`src/nps_pkg.sv`:
```
package nps_pkg;

    // Search geometry
    localparam int NPS_MAX_POINTS = 1024;

    // Field widths
    localparam int COORD_W = 16;
    localparam int MAG_W   = 16;
    localparam int PROD_W  = 32;
    localparam int SQ_W    = 33;
    localparam int ROOT_W  = 17;
    localparam int INDEX_W = 10;

    // Stream payload widths, padded to whole bytes
    localparam int S_TDATA_W = 32;
    localparam int M_TDATA_W = 32;

    // Configuration port
    localparam int APB_ADDR_W = 3;
    localparam int APB_DATA_W = 32;

    typedef enum logic {
        REG_QUERY_X = 1'b0,
        REG_QUERY_Y = 1'b1
    } nps_reg_t;

    typedef enum logic [2:0] {
        ST_IDLE,
        ST_MUL_X,
        ST_MUL_Y,
        ST_UPDATE,
        ST_ROOT_START,
        ST_ROOT_RUN
    } nps_state_t;

endpackage

```
`src/nps_sqrt.sv`:
```
module nps_sqrt
    import nps_pkg::*;
(
    input  logic              aclk,
    input  logic              aresetn,
    input  logic              start,
    input  logic [SQ_W-1:0]   value,
    output logic              busy,
    output logic [ROOT_W-1:0] root
);

    // Highest power of four that fits the radicand width
    localparam logic [SQ_W-1:0] TOP_BIT = SQ_W'(1) << (2 * ((SQ_W - 1) / 2));

    logic              busy_reg, busy_next;
    logic [SQ_W-1:0]   rem_reg, rem_next;
    logic [SQ_W-1:0]   root_reg, root_next;
    logic [SQ_W-1:0]   bit_reg, bit_next;
    logic [SQ_W:0]     trial;
    logic              take;

    assign trial = {1'b0, root_reg} + {1'b0, bit_reg};
    assign take  = {1'b0, rem_reg} >= trial;

    always_comb begin
        busy_next = busy_reg;
        rem_next  = rem_reg;
        root_next = root_reg;
        bit_next  = bit_reg;
        if (start) begin
            busy_next = 1'b1;
            rem_next  = value;
            root_next = '0;
            bit_next  = TOP_BIT;
        end else if (busy_reg) begin
            // One result bit per cycle
            if (take) begin
                rem_next  = rem_reg - trial[SQ_W-1:0];
                root_next = (root_reg >> 1) + bit_reg;
            end else begin
                root_next = root_reg >> 1;
            end
            bit_next = bit_reg >> 2;
            if (bit_reg[0]) begin
                busy_next = 1'b0;
            end
        end
    end

    always_ff @(posedge aclk) begin
        if (!aresetn) begin
            busy_reg <= 1'b0;
        end else begin
            busy_reg <= busy_next;
        end
        rem_reg  <= rem_next;
        root_reg <= root_next;
        bit_reg  <= bit_next;
    end

    assign busy = busy_reg;
    assign root = root_reg[ROOT_W-1:0];

endmodule

```
`src/nearest_point_search.sv`:
```
// Nearest point search over a stream of 2D candidates, signed Q8.8.
//
// Program the query point through the APB port first: query_x at byte 0,
// query_y at byte 4 (low 16 bits of pwdata). Write only while the block is
// idle. Then stream candidates on the s_ channel, one per transaction; the
// transaction with s_tlast high closes the search. A search of one point
// is valid.
//
// Each candidate passes through the accept state, then the shared 16x16
// multiplier squares |dx| and |dy| in turn, then ST_UPDATE adds, compares
// and updates the best. s_tready is low from the accept through the update.
// After the last candidate the iterative square root runs (one result bit
// per cycle); m_tvalid rises when the root is done and the output register
// is free. The result then waits in the output register while the next
// search already streams in; if m_tready is still low when the next result
// is ready, the sequencer holds and s_tready stays low until the output
// register frees up.
// Reset clears the query point, the search state and m_tvalid.
module nearest_point_search
    import nps_pkg::*;
#(
    parameter int MAX_POINTS = NPS_MAX_POINTS
) (
    input  logic                  aclk,
    input  logic                  aresetn,
    // APB configuration
    input  logic                  psel,
    input  logic                  penable,
    input  logic                  pwrite,
    input  logic [APB_ADDR_W-1:0] paddr,
    input  logic [APB_DATA_W-1:0] pwdata,
    output logic [APB_DATA_W-1:0] prdata,
    output logic                  pready,
    // Candidate stream
    input  logic                  s_tvalid,
    output logic                  s_tready,
    input  logic [S_TDATA_W-1:0]  s_tdata,  // point_x [15:0], point_y [31:16]
    input  logic                  s_tlast,  // last_point
    // Result stream
    output logic                  m_tvalid,
    input  logic                  m_tready,
    output logic [M_TDATA_W-1:0]  m_tdata   // nearest_index [9:0],
                                            // nearest_distance [26:10], zero [31:27]
);

    localparam int IDX_W = $clog2(MAX_POINTS);
    localparam logic [IDX_W-1:0] LAST_IDX = IDX_W'(MAX_POINTS - 1);

    // Configuration registers
    logic [COORD_W-1:0] query_x_reg;
    logic [COORD_W-1:0] query_y_reg;
    logic               cfg_write;

    // Sequencer and datapath state
    nps_state_t         state_reg, state_next;
    logic [MAG_W-1:0]   mag_x_reg, mag_y_reg;
    logic               last_reg;
    logic [SQ_W-1:0]    sq_reg;
    logic [PROD_W-1:0]  prod_reg;
    logic [SQ_W-1:0]    best_square_reg;
    logic [IDX_W-1:0]   best_pos_reg;
    logic [IDX_W-1:0]   counter_reg;
    logic               first_reg;

    // Output register
    logic               m_tvalid_reg;
    logic [INDEX_W-1:0] out_index_reg;
    logic [ROOT_W-1:0]  out_dist_reg;

    // Combinational nets
    logic               s_accept;
    logic [COORD_W:0]   diff_x, diff_y;
    logic [COORD_W:0]   abs_x, abs_y;
    logic [MAG_W-1:0]   mul_op;
    logic [PROD_W-1:0]  mul_out;
    logic [SQ_W-1:0]    sum;
    logic               take;
    logic               root_start;
    logic               root_busy;
    logic [ROOT_W-1:0]  root_value;
    logic               out_free;
    logic               load_out;
    logic [IDX_W+INDEX_W-1:0] pos_ext;

    // ---------------- configuration port ----------------
    assign pready    = 1'b1;
    assign cfg_write = psel && penable && pwrite && pready;

    always_ff @(posedge aclk) begin
        if (!aresetn) begin
            query_x_reg <= '0;
            query_y_reg <= '0;
        end else if (cfg_write) begin
            unique case (nps_reg_t'(paddr[2]))
                REG_QUERY_X: query_x_reg <= pwdata[COORD_W-1:0];
                REG_QUERY_Y: query_y_reg <= pwdata[COORD_W-1:0];
                default: ;
            endcase
        end
    end

    always_comb begin
        unique case (nps_reg_t'(paddr[2]))
            REG_QUERY_X: prdata = {{(APB_DATA_W-COORD_W){query_x_reg[COORD_W-1]}}, query_x_reg};
            REG_QUERY_Y: prdata = {{(APB_DATA_W-COORD_W){query_y_reg[COORD_W-1]}}, query_y_reg};
            default:     prdata = '0;
        endcase
    end

    // ---------------- input capture ----------------
    assign s_tready = (state_reg == ST_IDLE);
    assign s_accept = s_tvalid && s_tready;

    // Exact 17-bit differences, then magnitudes that fit 16 bits
    assign diff_x = {s_tdata[COORD_W-1], s_tdata[COORD_W-1:0]}
                  - {query_x_reg[COORD_W-1], query_x_reg};
    assign diff_y = {s_tdata[2*COORD_W-1], s_tdata[2*COORD_W-1:COORD_W]}
                  - {query_y_reg[COORD_W-1], query_y_reg};
    assign abs_x  = diff_x[COORD_W] ? -diff_x : diff_x;
    assign abs_y  = diff_y[COORD_W] ? -diff_y : diff_y;

    // ---------------- shared multiplier ----------------
    assign mul_op  = (state_reg == ST_MUL_X) ? mag_x_reg : mag_y_reg;
    assign mul_out = mul_op * mul_op;

    assign sum  = sq_reg + {1'b0, prod_reg};
    assign take = first_reg || (sum < best_square_reg);

    // ---------------- output slot ----------------
    assign out_free = !m_tvalid_reg || m_tready;

    // ---------------- sequencer ----------------
    always_comb begin
        state_next = state_reg;
        root_start = 1'b0;
        load_out   = 1'b0;
        unique case (state_reg)
            ST_IDLE: begin
                if (s_accept) begin
                    state_next = ST_MUL_X;
                end
            end
            ST_MUL_X: begin
                state_next = ST_MUL_Y;
            end
            ST_MUL_Y: begin
                state_next = ST_UPDATE;
            end
            ST_UPDATE: begin
                state_next = last_reg ? ST_ROOT_START : ST_IDLE;
            end
            ST_ROOT_START: begin
                root_start = 1'b1;
                state_next = ST_ROOT_RUN;
            end
            ST_ROOT_RUN: begin
                // Hold the finished root until the output register is free
                if (!root_busy && out_free) begin
                    load_out   = 1'b1;
                    state_next = ST_IDLE;
                end
            end
            default: begin
                state_next = ST_IDLE;
            end
        endcase
    end

    always_ff @(posedge aclk) begin
        if (!aresetn) begin
            state_reg <= ST_IDLE;
        end else begin
            state_reg <= state_next;
        end
    end

    // ---------------- datapath registers ----------------
    always_ff @(posedge aclk) begin
        if (s_accept) begin
            mag_x_reg <= abs_x[MAG_W-1:0];
            mag_y_reg <= abs_y[MAG_W-1:0];
            last_reg  <= s_tlast;
        end
        if (state_reg == ST_MUL_X) begin
            sq_reg <= {1'b0, mul_out};
        end
        if (state_reg == ST_MUL_Y) begin
            prod_reg <= mul_out;
        end
    end

    // Search state: update on each candidate, clear once the result is out
    always_ff @(posedge aclk) begin
        if (!aresetn) begin
            best_square_reg <= '0;
            best_pos_reg    <= '0;
            counter_reg     <= '0;
            first_reg       <= 1'b1;
        end else if (load_out) begin
            best_square_reg <= '0;
            best_pos_reg    <= '0;
            counter_reg     <= '0;
            first_reg       <= 1'b1;
        end else if (state_reg == ST_UPDATE) begin
            if (take) begin
                best_square_reg <= sum;
                best_pos_reg    <= counter_reg;
                first_reg       <= 1'b0;
            end
            // Saturate the index at the last slot
            if (counter_reg != LAST_IDX) begin
                counter_reg <= counter_reg + IDX_W'(1);
            end
        end
    end

    // ---------------- square root unit ----------------
    nps_sqrt u_sqrt (
        .aclk    (aclk),
        .aresetn (aresetn),
        .start   (root_start),
        .value   (best_square_reg),
        .busy    (root_busy),
        .root    (root_value)
    );

    // ---------------- output register ----------------
    assign pos_ext = (IDX_W + INDEX_W)'(best_pos_reg);

    always_ff @(posedge aclk) begin
        if (!aresetn) begin
            m_tvalid_reg <= 1'b0;
        end else if (load_out) begin
            m_tvalid_reg <= 1'b1;
        end else if (m_tready) begin
            m_tvalid_reg <= 1'b0;
        end
        if (load_out) begin
            out_index_reg <= pos_ext[INDEX_W-1:0];
            out_dist_reg  <= root_value;
        end
    end

    assign m_tvalid = m_tvalid_reg;
    assign m_tdata  = {{(M_TDATA_W-INDEX_W-ROOT_W){1'b0}}, out_dist_reg, out_index_reg};

endmodule

```
`config.mk`:
```
export PLATFORM = sky130hd
export DESIGN_NAME = nearest_point_search
export DESIGN_NICKNAME = d
export VERILOG_FILES = /design/src/nps_pkg.sv /design/src/nps_sqrt.sv /design/src/nearest_point_search.sv
export SDC_FILE = /design/constraint.sdc
export NUM_CORES = 1
export LEC_CHECK = 0
export BUFFER_PORTS_ARGS = -buffer_cell sky130_fd_sc_hd__buf_2
export CAP_MARGIN = 20
export CORE_MARGIN = 3
export CORE_UTILIZATION = 60
export DETAILED_ROUTE_END_ITERATION = 8
export PLACE_DENSITY = 0.78
export SKIP_LAST_GASP = 1
export SYNTH_ARGS = -nofsm -noshare
export SYNTH_HDL_FRONTEND = slang
export SYNTH_SLANG_ARGS = --single-unit
```
`constraint.sdc`:
```
create_clock -name aclk -period 9.7 [get_ports aclk]
set_input_delay 0.485 -clock aclk [delete_from_list [all_inputs] [get_ports aclk]]
set_output_delay 0.485 -clock aclk [all_outputs]
set_load 0.01 [all_outputs]
```
==> key figures, run 1 <==
Run status
  – Outcome: completed

Route
  – Via count: 19,630
  – DRC Markers: 0
  – DRT Wirelength: 56,910 um
  – Initial DRC count: 1,266
  – Antenna Nets Post-Route: 0
  – Wirelength per Cell: 16.69 um
  – DR pass1 iterations: 7
  – Via/cell ratio: 5.757

Synth
  – Area leader, netlist: edfxtp_1
  – Number of synthesized flops with an enable pin: 155
  – Count of cell types in the netlist: 79
  – Post-synth top area share: 18.30%
  – Synth Warn #: 0
  – Asr flop ratio synth: 0%
  – Mapped Cells: 2,773
  – Top FF cell, synth: edfxtp_1
  – Top cells by area, synth: edfxtp_1 (18%), fa_1 (13%), ha_1 (13%)
  – Post-synthesis cell area: 0.02543 sq mm
  – Syn avg cell area: 9.171 sq um
  – Number of synthesized register bits: 296
  – Register area share after synthesis: 29.40%

Worst setup path
  – Setup crit end kind: register
  – CP max stage delay: 560 ps
  – Critical path fanouts, max: 35
  – Most used cell along the critical path: inv_1
  – Crit path max-delay cell type: dfxtp_1
  – Worst setup SP type: register
  – Worst EP required: 10,000 ps
  – Worst R2R Setup Slack: 1180 ps
  – Crit path arrival time: 8820 ps
  – Crit path kind: reg2reg

Clock tree
  – Clock Path Buffers: 3
  – CTS tree: built
  – H-Tree Depth: 1
  – Reg clk slew, reported paths: 60 ps
  – Clk sinks: 296
  – Post-CTS sizing: 0
  – Hold buffers post-CTS: 0
  – Post-CTS Setup Bufs: 0
  – Root Driver: clkbuf_16
  – Clk_lat worst skew: 570 ps
  – CTS Buf Count: 31

Finish
  – Design Area, Final: 0.02747 sq mm
  – P&R area growth vs syn: 8.010%
  – Share of cells above drive strength 1: 7.853%
  – N_diodes: 0
  – Nets: 3,359
  – Non-filler cells, final: 3,410

Floorplan
  – Core area: 0.04139 sq mm
  – Die Y: 211.9 um
  – Starting Density: 61.45%
  – Die Area: 0.04489 sq mm
  – IO Pins: 142
  – Die Wd: 211.9 um
  – Rows: 74

Timing
  – Max-slew violation count: 0
  – Fin. Hold Viols: 0
  – Setup Viol. Count Final: 0
  – Setup ws final: 1179 ps
  – Setup_tns: 0 ps
  – Clock Skew: 13.34 ps
  – RSZ-0062 raised after global routing: false
  – Fin crit share: 87.84%
  – Worst-margin pin slew: 1078 ps
  – Tmin final: 8521 ps
  – Slew headroom: 27.89%
  – Fmax: 117.4 MHz

GRT
  – First-pass GRT wire length: 95,390 um
  – Vias in the first global route: 19,950
  – Gr ovfl total: 0
  – Total GRT Usage: 25.64%
  – Largest net degree at the start of global routing: 78
  – Initial antenna violation count: 0

Placed design
  – PortBufs: 117
  – Pre-CTS WS: 1299 ps
  – Post-DP HPWL: 44,820 um
  – Placer Congestion: 0.9472
  – Placed cell count: 3,352
  – Post-DP Area: 0.02646 sq mm

Job
  – Max Cap Violations: 0

Worst hold path
  – HP Class: in2reg
## logic make-up after synthesis
kind of cell	Yosys count	share of synthesized area, %
buf+inv	459	7.144
other cells	2	0.02953
xor+xnor	188	6.475
simple gates	732	12.70
fa+ha+maj	429	26.04
flops	296	29.40
compound gates	583	14.85
mux	84	3.365
## synth_stat cells (12+ instances only)
cell / instances
a31oi_1: 30
a21boi_0: 40
nand3_1: 32
nand4_1: 21
clkbuf_1: 62
o21bai_1: 18
and2_1: 12
o21ai_0: 133
nor2b_1: 23
a211oi_1: 26
mux2i_1: 72
inv_1: 356
a21oi_1: 150
a21o_1: 60
mux2_2: 12
nor3_1: 42
nand2b_1: 20
ha_1: 262
edfxtp_1: 155
o21a_1: 32
dfxtp_1: 141
xor2_1: 72
xnor2_1: 116
nor2_1: 272
nand2_1: 252
buf_4: 23
and3_1: 15
fa_1: 167
## critical path: cells and delay by family, from the launching register on
kind | cells | cell delay [ps]
simple gates | 5 | 1060
mux | 1 | 240
xor+xnor | 1 | 90
fa+ha+maj | 7 | 3360
buf+inv | 11 | 1660
flops | 1 | 560
compound gates | 7 | 1250
## cell usage in the layout (no fill, tap or decap), types with 20 or more instances in the layout
cell       count
inv_1        356
nor2_1       271
o21ai_0      132
clkbuf_16     31
nand2_1      252
nand4_1       21
a31oi_1       30
a211oi_1      26
edfxtp_1     155
mux2i_1       72
nand3_1       32
xor2_1        72
fa_1         167
o21a_1        32
ha_1         262
xnor2_1      116
dfxtp_1      140
a21boi_0      40
nor3_1        42
a21o_1        60
nand2b_1      20
buf_2        117
nor2b_1       23
buf_4         24
a21oi_1      150
## final cells by class
type | count | area, sq um
multi-input combinational | 2022 | 16200
fill | 3272 | 13920
sequential | 296 | 7478
inverter | 362 | 1359
clock buffer | 36 | 794.5
timing repair buffer | 142 | 793.3
tap | 532 | 665.6
clock inverter | 20 | 176.4
## final timing paths
path / end / cells past startpoint / startpoint
hold / removal: last_reg / 1 / s_tlast
setup reg to reg: prod_reg[31] / 32 / state_reg[0]
hold reg to reg: out_index_reg[2] / 0 / best_pos_reg[2]
setup / recovery: prod_reg[31] / 32 / state_reg[0]
## per-layer routing
layer | GRT usage [%] | routed length [um]
met1 | 31.84 | 23810
met2 | 45.94 | 28300
met3 | 3.631 | 2806
met4 | 8.684 | 1993
met5 | 0 | 0
## stage by stage
step / util (%) / hold slack (ps)
2_1_floorplan: - / 408.0
3_3_place_gp: 63.94 / 420.1
3_5_place_dp: 63.94 / 419.9
4_1_cts: 66.28 / 81.18
5_1_grt: 66.37 / 94.11
6_report: 66.37 / 102.0
Power of run 1 is not shown: default switching activity piles up to over one toggle a cycle in this logic, so the estimate is an artifact.
==> run 2, diff against run 1 <==
--- a/config.mk
+++ b/config.mk
@@ -10,7 +10,7 @@
 export CORE_MARGIN = 3
 export CORE_UTILIZATION = 60
 export DETAILED_ROUTE_END_ITERATION = 8
-export PLACE_DENSITY = 0.78
+export PLACE_DENSITY = 0.79
 export SKIP_LAST_GASP = 1
 export SYNTH_ARGS = -nofsm -noshare
 export SYNTH_HDL_FRONTEND = slang
==> key figures, run 2 (synthesized netlist as in run 1, its figures left out) <==
Run status
  – Outcome: completed

GRT
  – Initial antenna violation count: 0 (unchanged)
  – Largest net degree at the start of global routing: 78 (unchanged)
  – Gr ovfl total: 0 (unchanged)
  – Total GRT Usage: 26.31% (+0.67 points)
  – Vias in the first global route: 20,090 (+0.73%)
  – First-pass GRT wire length: 96,900 um (+1.6%)

Route
  – Initial DRC count: 1,359 (+7.3%)
  – Via count: 19,840 (+1.0%)
  – DRC Markers: 0 (unchanged)
  – Wirelength per Cell: 17.12 um (+2.6%)
  – DR pass1 iterations: 5 (-2)
  – Via/cell ratio: 5.804 (+0.81%)
  – Antenna Nets Post-Route: 0 (unchanged)
  – DRT Wirelength: 58,530 um (+2.8%)

Timing
  – Fmax: 119.0 MHz (+1.4%)
  – Setup_tns: 0 ps (unchanged)
  – Worst-margin pin slew: 1048 ps (-29.28 ps)
  – Max-slew violation count: 0 (unchanged)
  – RSZ-0062 raised after global routing: false
  – Tmin final: 8401 ps (-120.0 ps)
  – Clock Skew: 20.77 ps (+7.429 ps)
  – Fin crit share: 86.60% (-1.2 points)
  – Setup Viol. Count Final: 0 (unchanged)
  – Fin. Hold Viols: 0 (unchanged)
  – Slew headroom: 30.11% (+2.2 points)

Finish
  – Layout fillers: 3,166 (-3.2%)
  – Most frequent cells in the layout: inv_1 (356), nor2_1 (271), ha_1 (262), nand2_1 (252), fa_1 (167)
  – Commonest non-fill, non-tap cell in the layout: inv_1
  – Share of cells above drive strength 1: 8.177% (+0.32 points)
  – Nets: 3,364 (+0.15%)
  – Design Area, Final: 0.02767 sq mm (+0.73%)
  – P&R area growth vs syn: 8.802%
  – N_diodes: 0 (unchanged)

Clock tree
  – Post-CTS sizing: 0 (unchanged)
  – Clock Path Buffers: 3 (unchanged)
  – H-Tree Depth: 2 (+1)
  – Clk sinks: 296 (unchanged)
  – CTS Buf Count: 34 (+9.7%)
  – Hold buffers post-CTS: 0 (unchanged)
  – Root Driver: clkbuf_16
  – Post-CTS Setup Bufs: 0 (unchanged)
  – CTS tree: built
  – Reg clk slew, reported paths: 60 ps (about the same)
  – Clk_lat worst skew: 530 ps (-40 ps)

Worst setup path
  – Crit path launch: state_reg[0]
  – CP delay by family, top: adder cells
  – CP max stage delay: 560 ps (about the same)
  – Worst setup SP type: register
  – Crit path max-delay cell type: dfxtp_1
  – Crit path arrival time: 8670 ps (-150 ps)
  – Crit path buf inv count: 9 (-2)
  – Setup crit end kind: register
  – Reg-to-reg startpoint: state_reg[0]
  – Crit path kind: reg2reg
  – Critical path fanouts, max: 36 (+2.9%)
  – Worst EP required: 9970 ps (-30 ps)

Floorplan
  – Starting Density: 61.45% (unchanged)
  – Die Wd: 211.9 um (unchanged)
  – Die Y: 211.9 um (unchanged)
  – IO Pins: 142 (unchanged)
  – Core area: 0.04139 sq mm (unchanged)
  – Rows: 74 (unchanged)
  – Die Area: 0.04489 sq mm (unchanged)

Worst hold path
  – Hold path startpoint: s_tlast
  – HP Class: in2reg

Placed design
  – Post-DP Area: 0.02647 sq mm (about the same)
  – Placer Congestion: 0.9582 (+1.2%)
  – Post-DP HPWL: 45,280 um (+1.0%)
  – PortBufs: 117 (unchanged)

Job
  – Max Cap Violations: 0 (unchanged)
[run 2: path summary, 6_finish.rpt]
kind | slack (ps) | endpoint | cells after the start
worst max-delay path | 1300 | sq_reg[31] | 30
worst min-delay path | 130 | last_reg | 1
worst max register to register | 1300 | sq_reg[31] | 30
worst min register to register | 440 | out_index_reg[1] | 0
[run 2: worst register-to-register path, delay by kind of cell, from the launching register on]
family / cells / cell delay (ps)
xor gates and xnor gates: 1 / 90
and+or+nand+nor: 4 / 910
AOI/OAI and AO/OA: 8 / 1540
DFF: 1 / 560
adders and majority gates: 7 / 3380
buffers and inverters: 9 / 1410
muxes: 1 / 240
[run 2: per-stage QoR]
stage	util [%]	instances	hold WS [ps]	setup WS, ps
finish	66.85	3418	128.9	1299
global route	66.85	3418	121.8	879.7
CTS	66.75	3415	105.8	1426
detailed placement	63.95	3353	419.0	1452
global placement	63.95	3353	421.5	1570
floorplan	-	2777	408.0	1252
[run 2: routing by layer]
layer | GRT usage (%) | routed length [um]
met5 | 0 | 0
met4 | 11.85 | 2687
met3 | 3.794 | 2985
met2 | 46.49 | 28910
met1 | 31.98 | 23950
[run 2: final cells by class]
class	instances	area [sq um]	area share, %
clock buffers	43	948.4	3.428
flip-flops and latches	296	7478	27.03
multi-input cells	2022	16200	58.55
clock inverters	19	209.0	0.7552
well taps	532	665.6	2.406
repair buffers	144	808.3	2.921
inverters	362	1359	4.911
Power of run 2 is left out for the same reason.
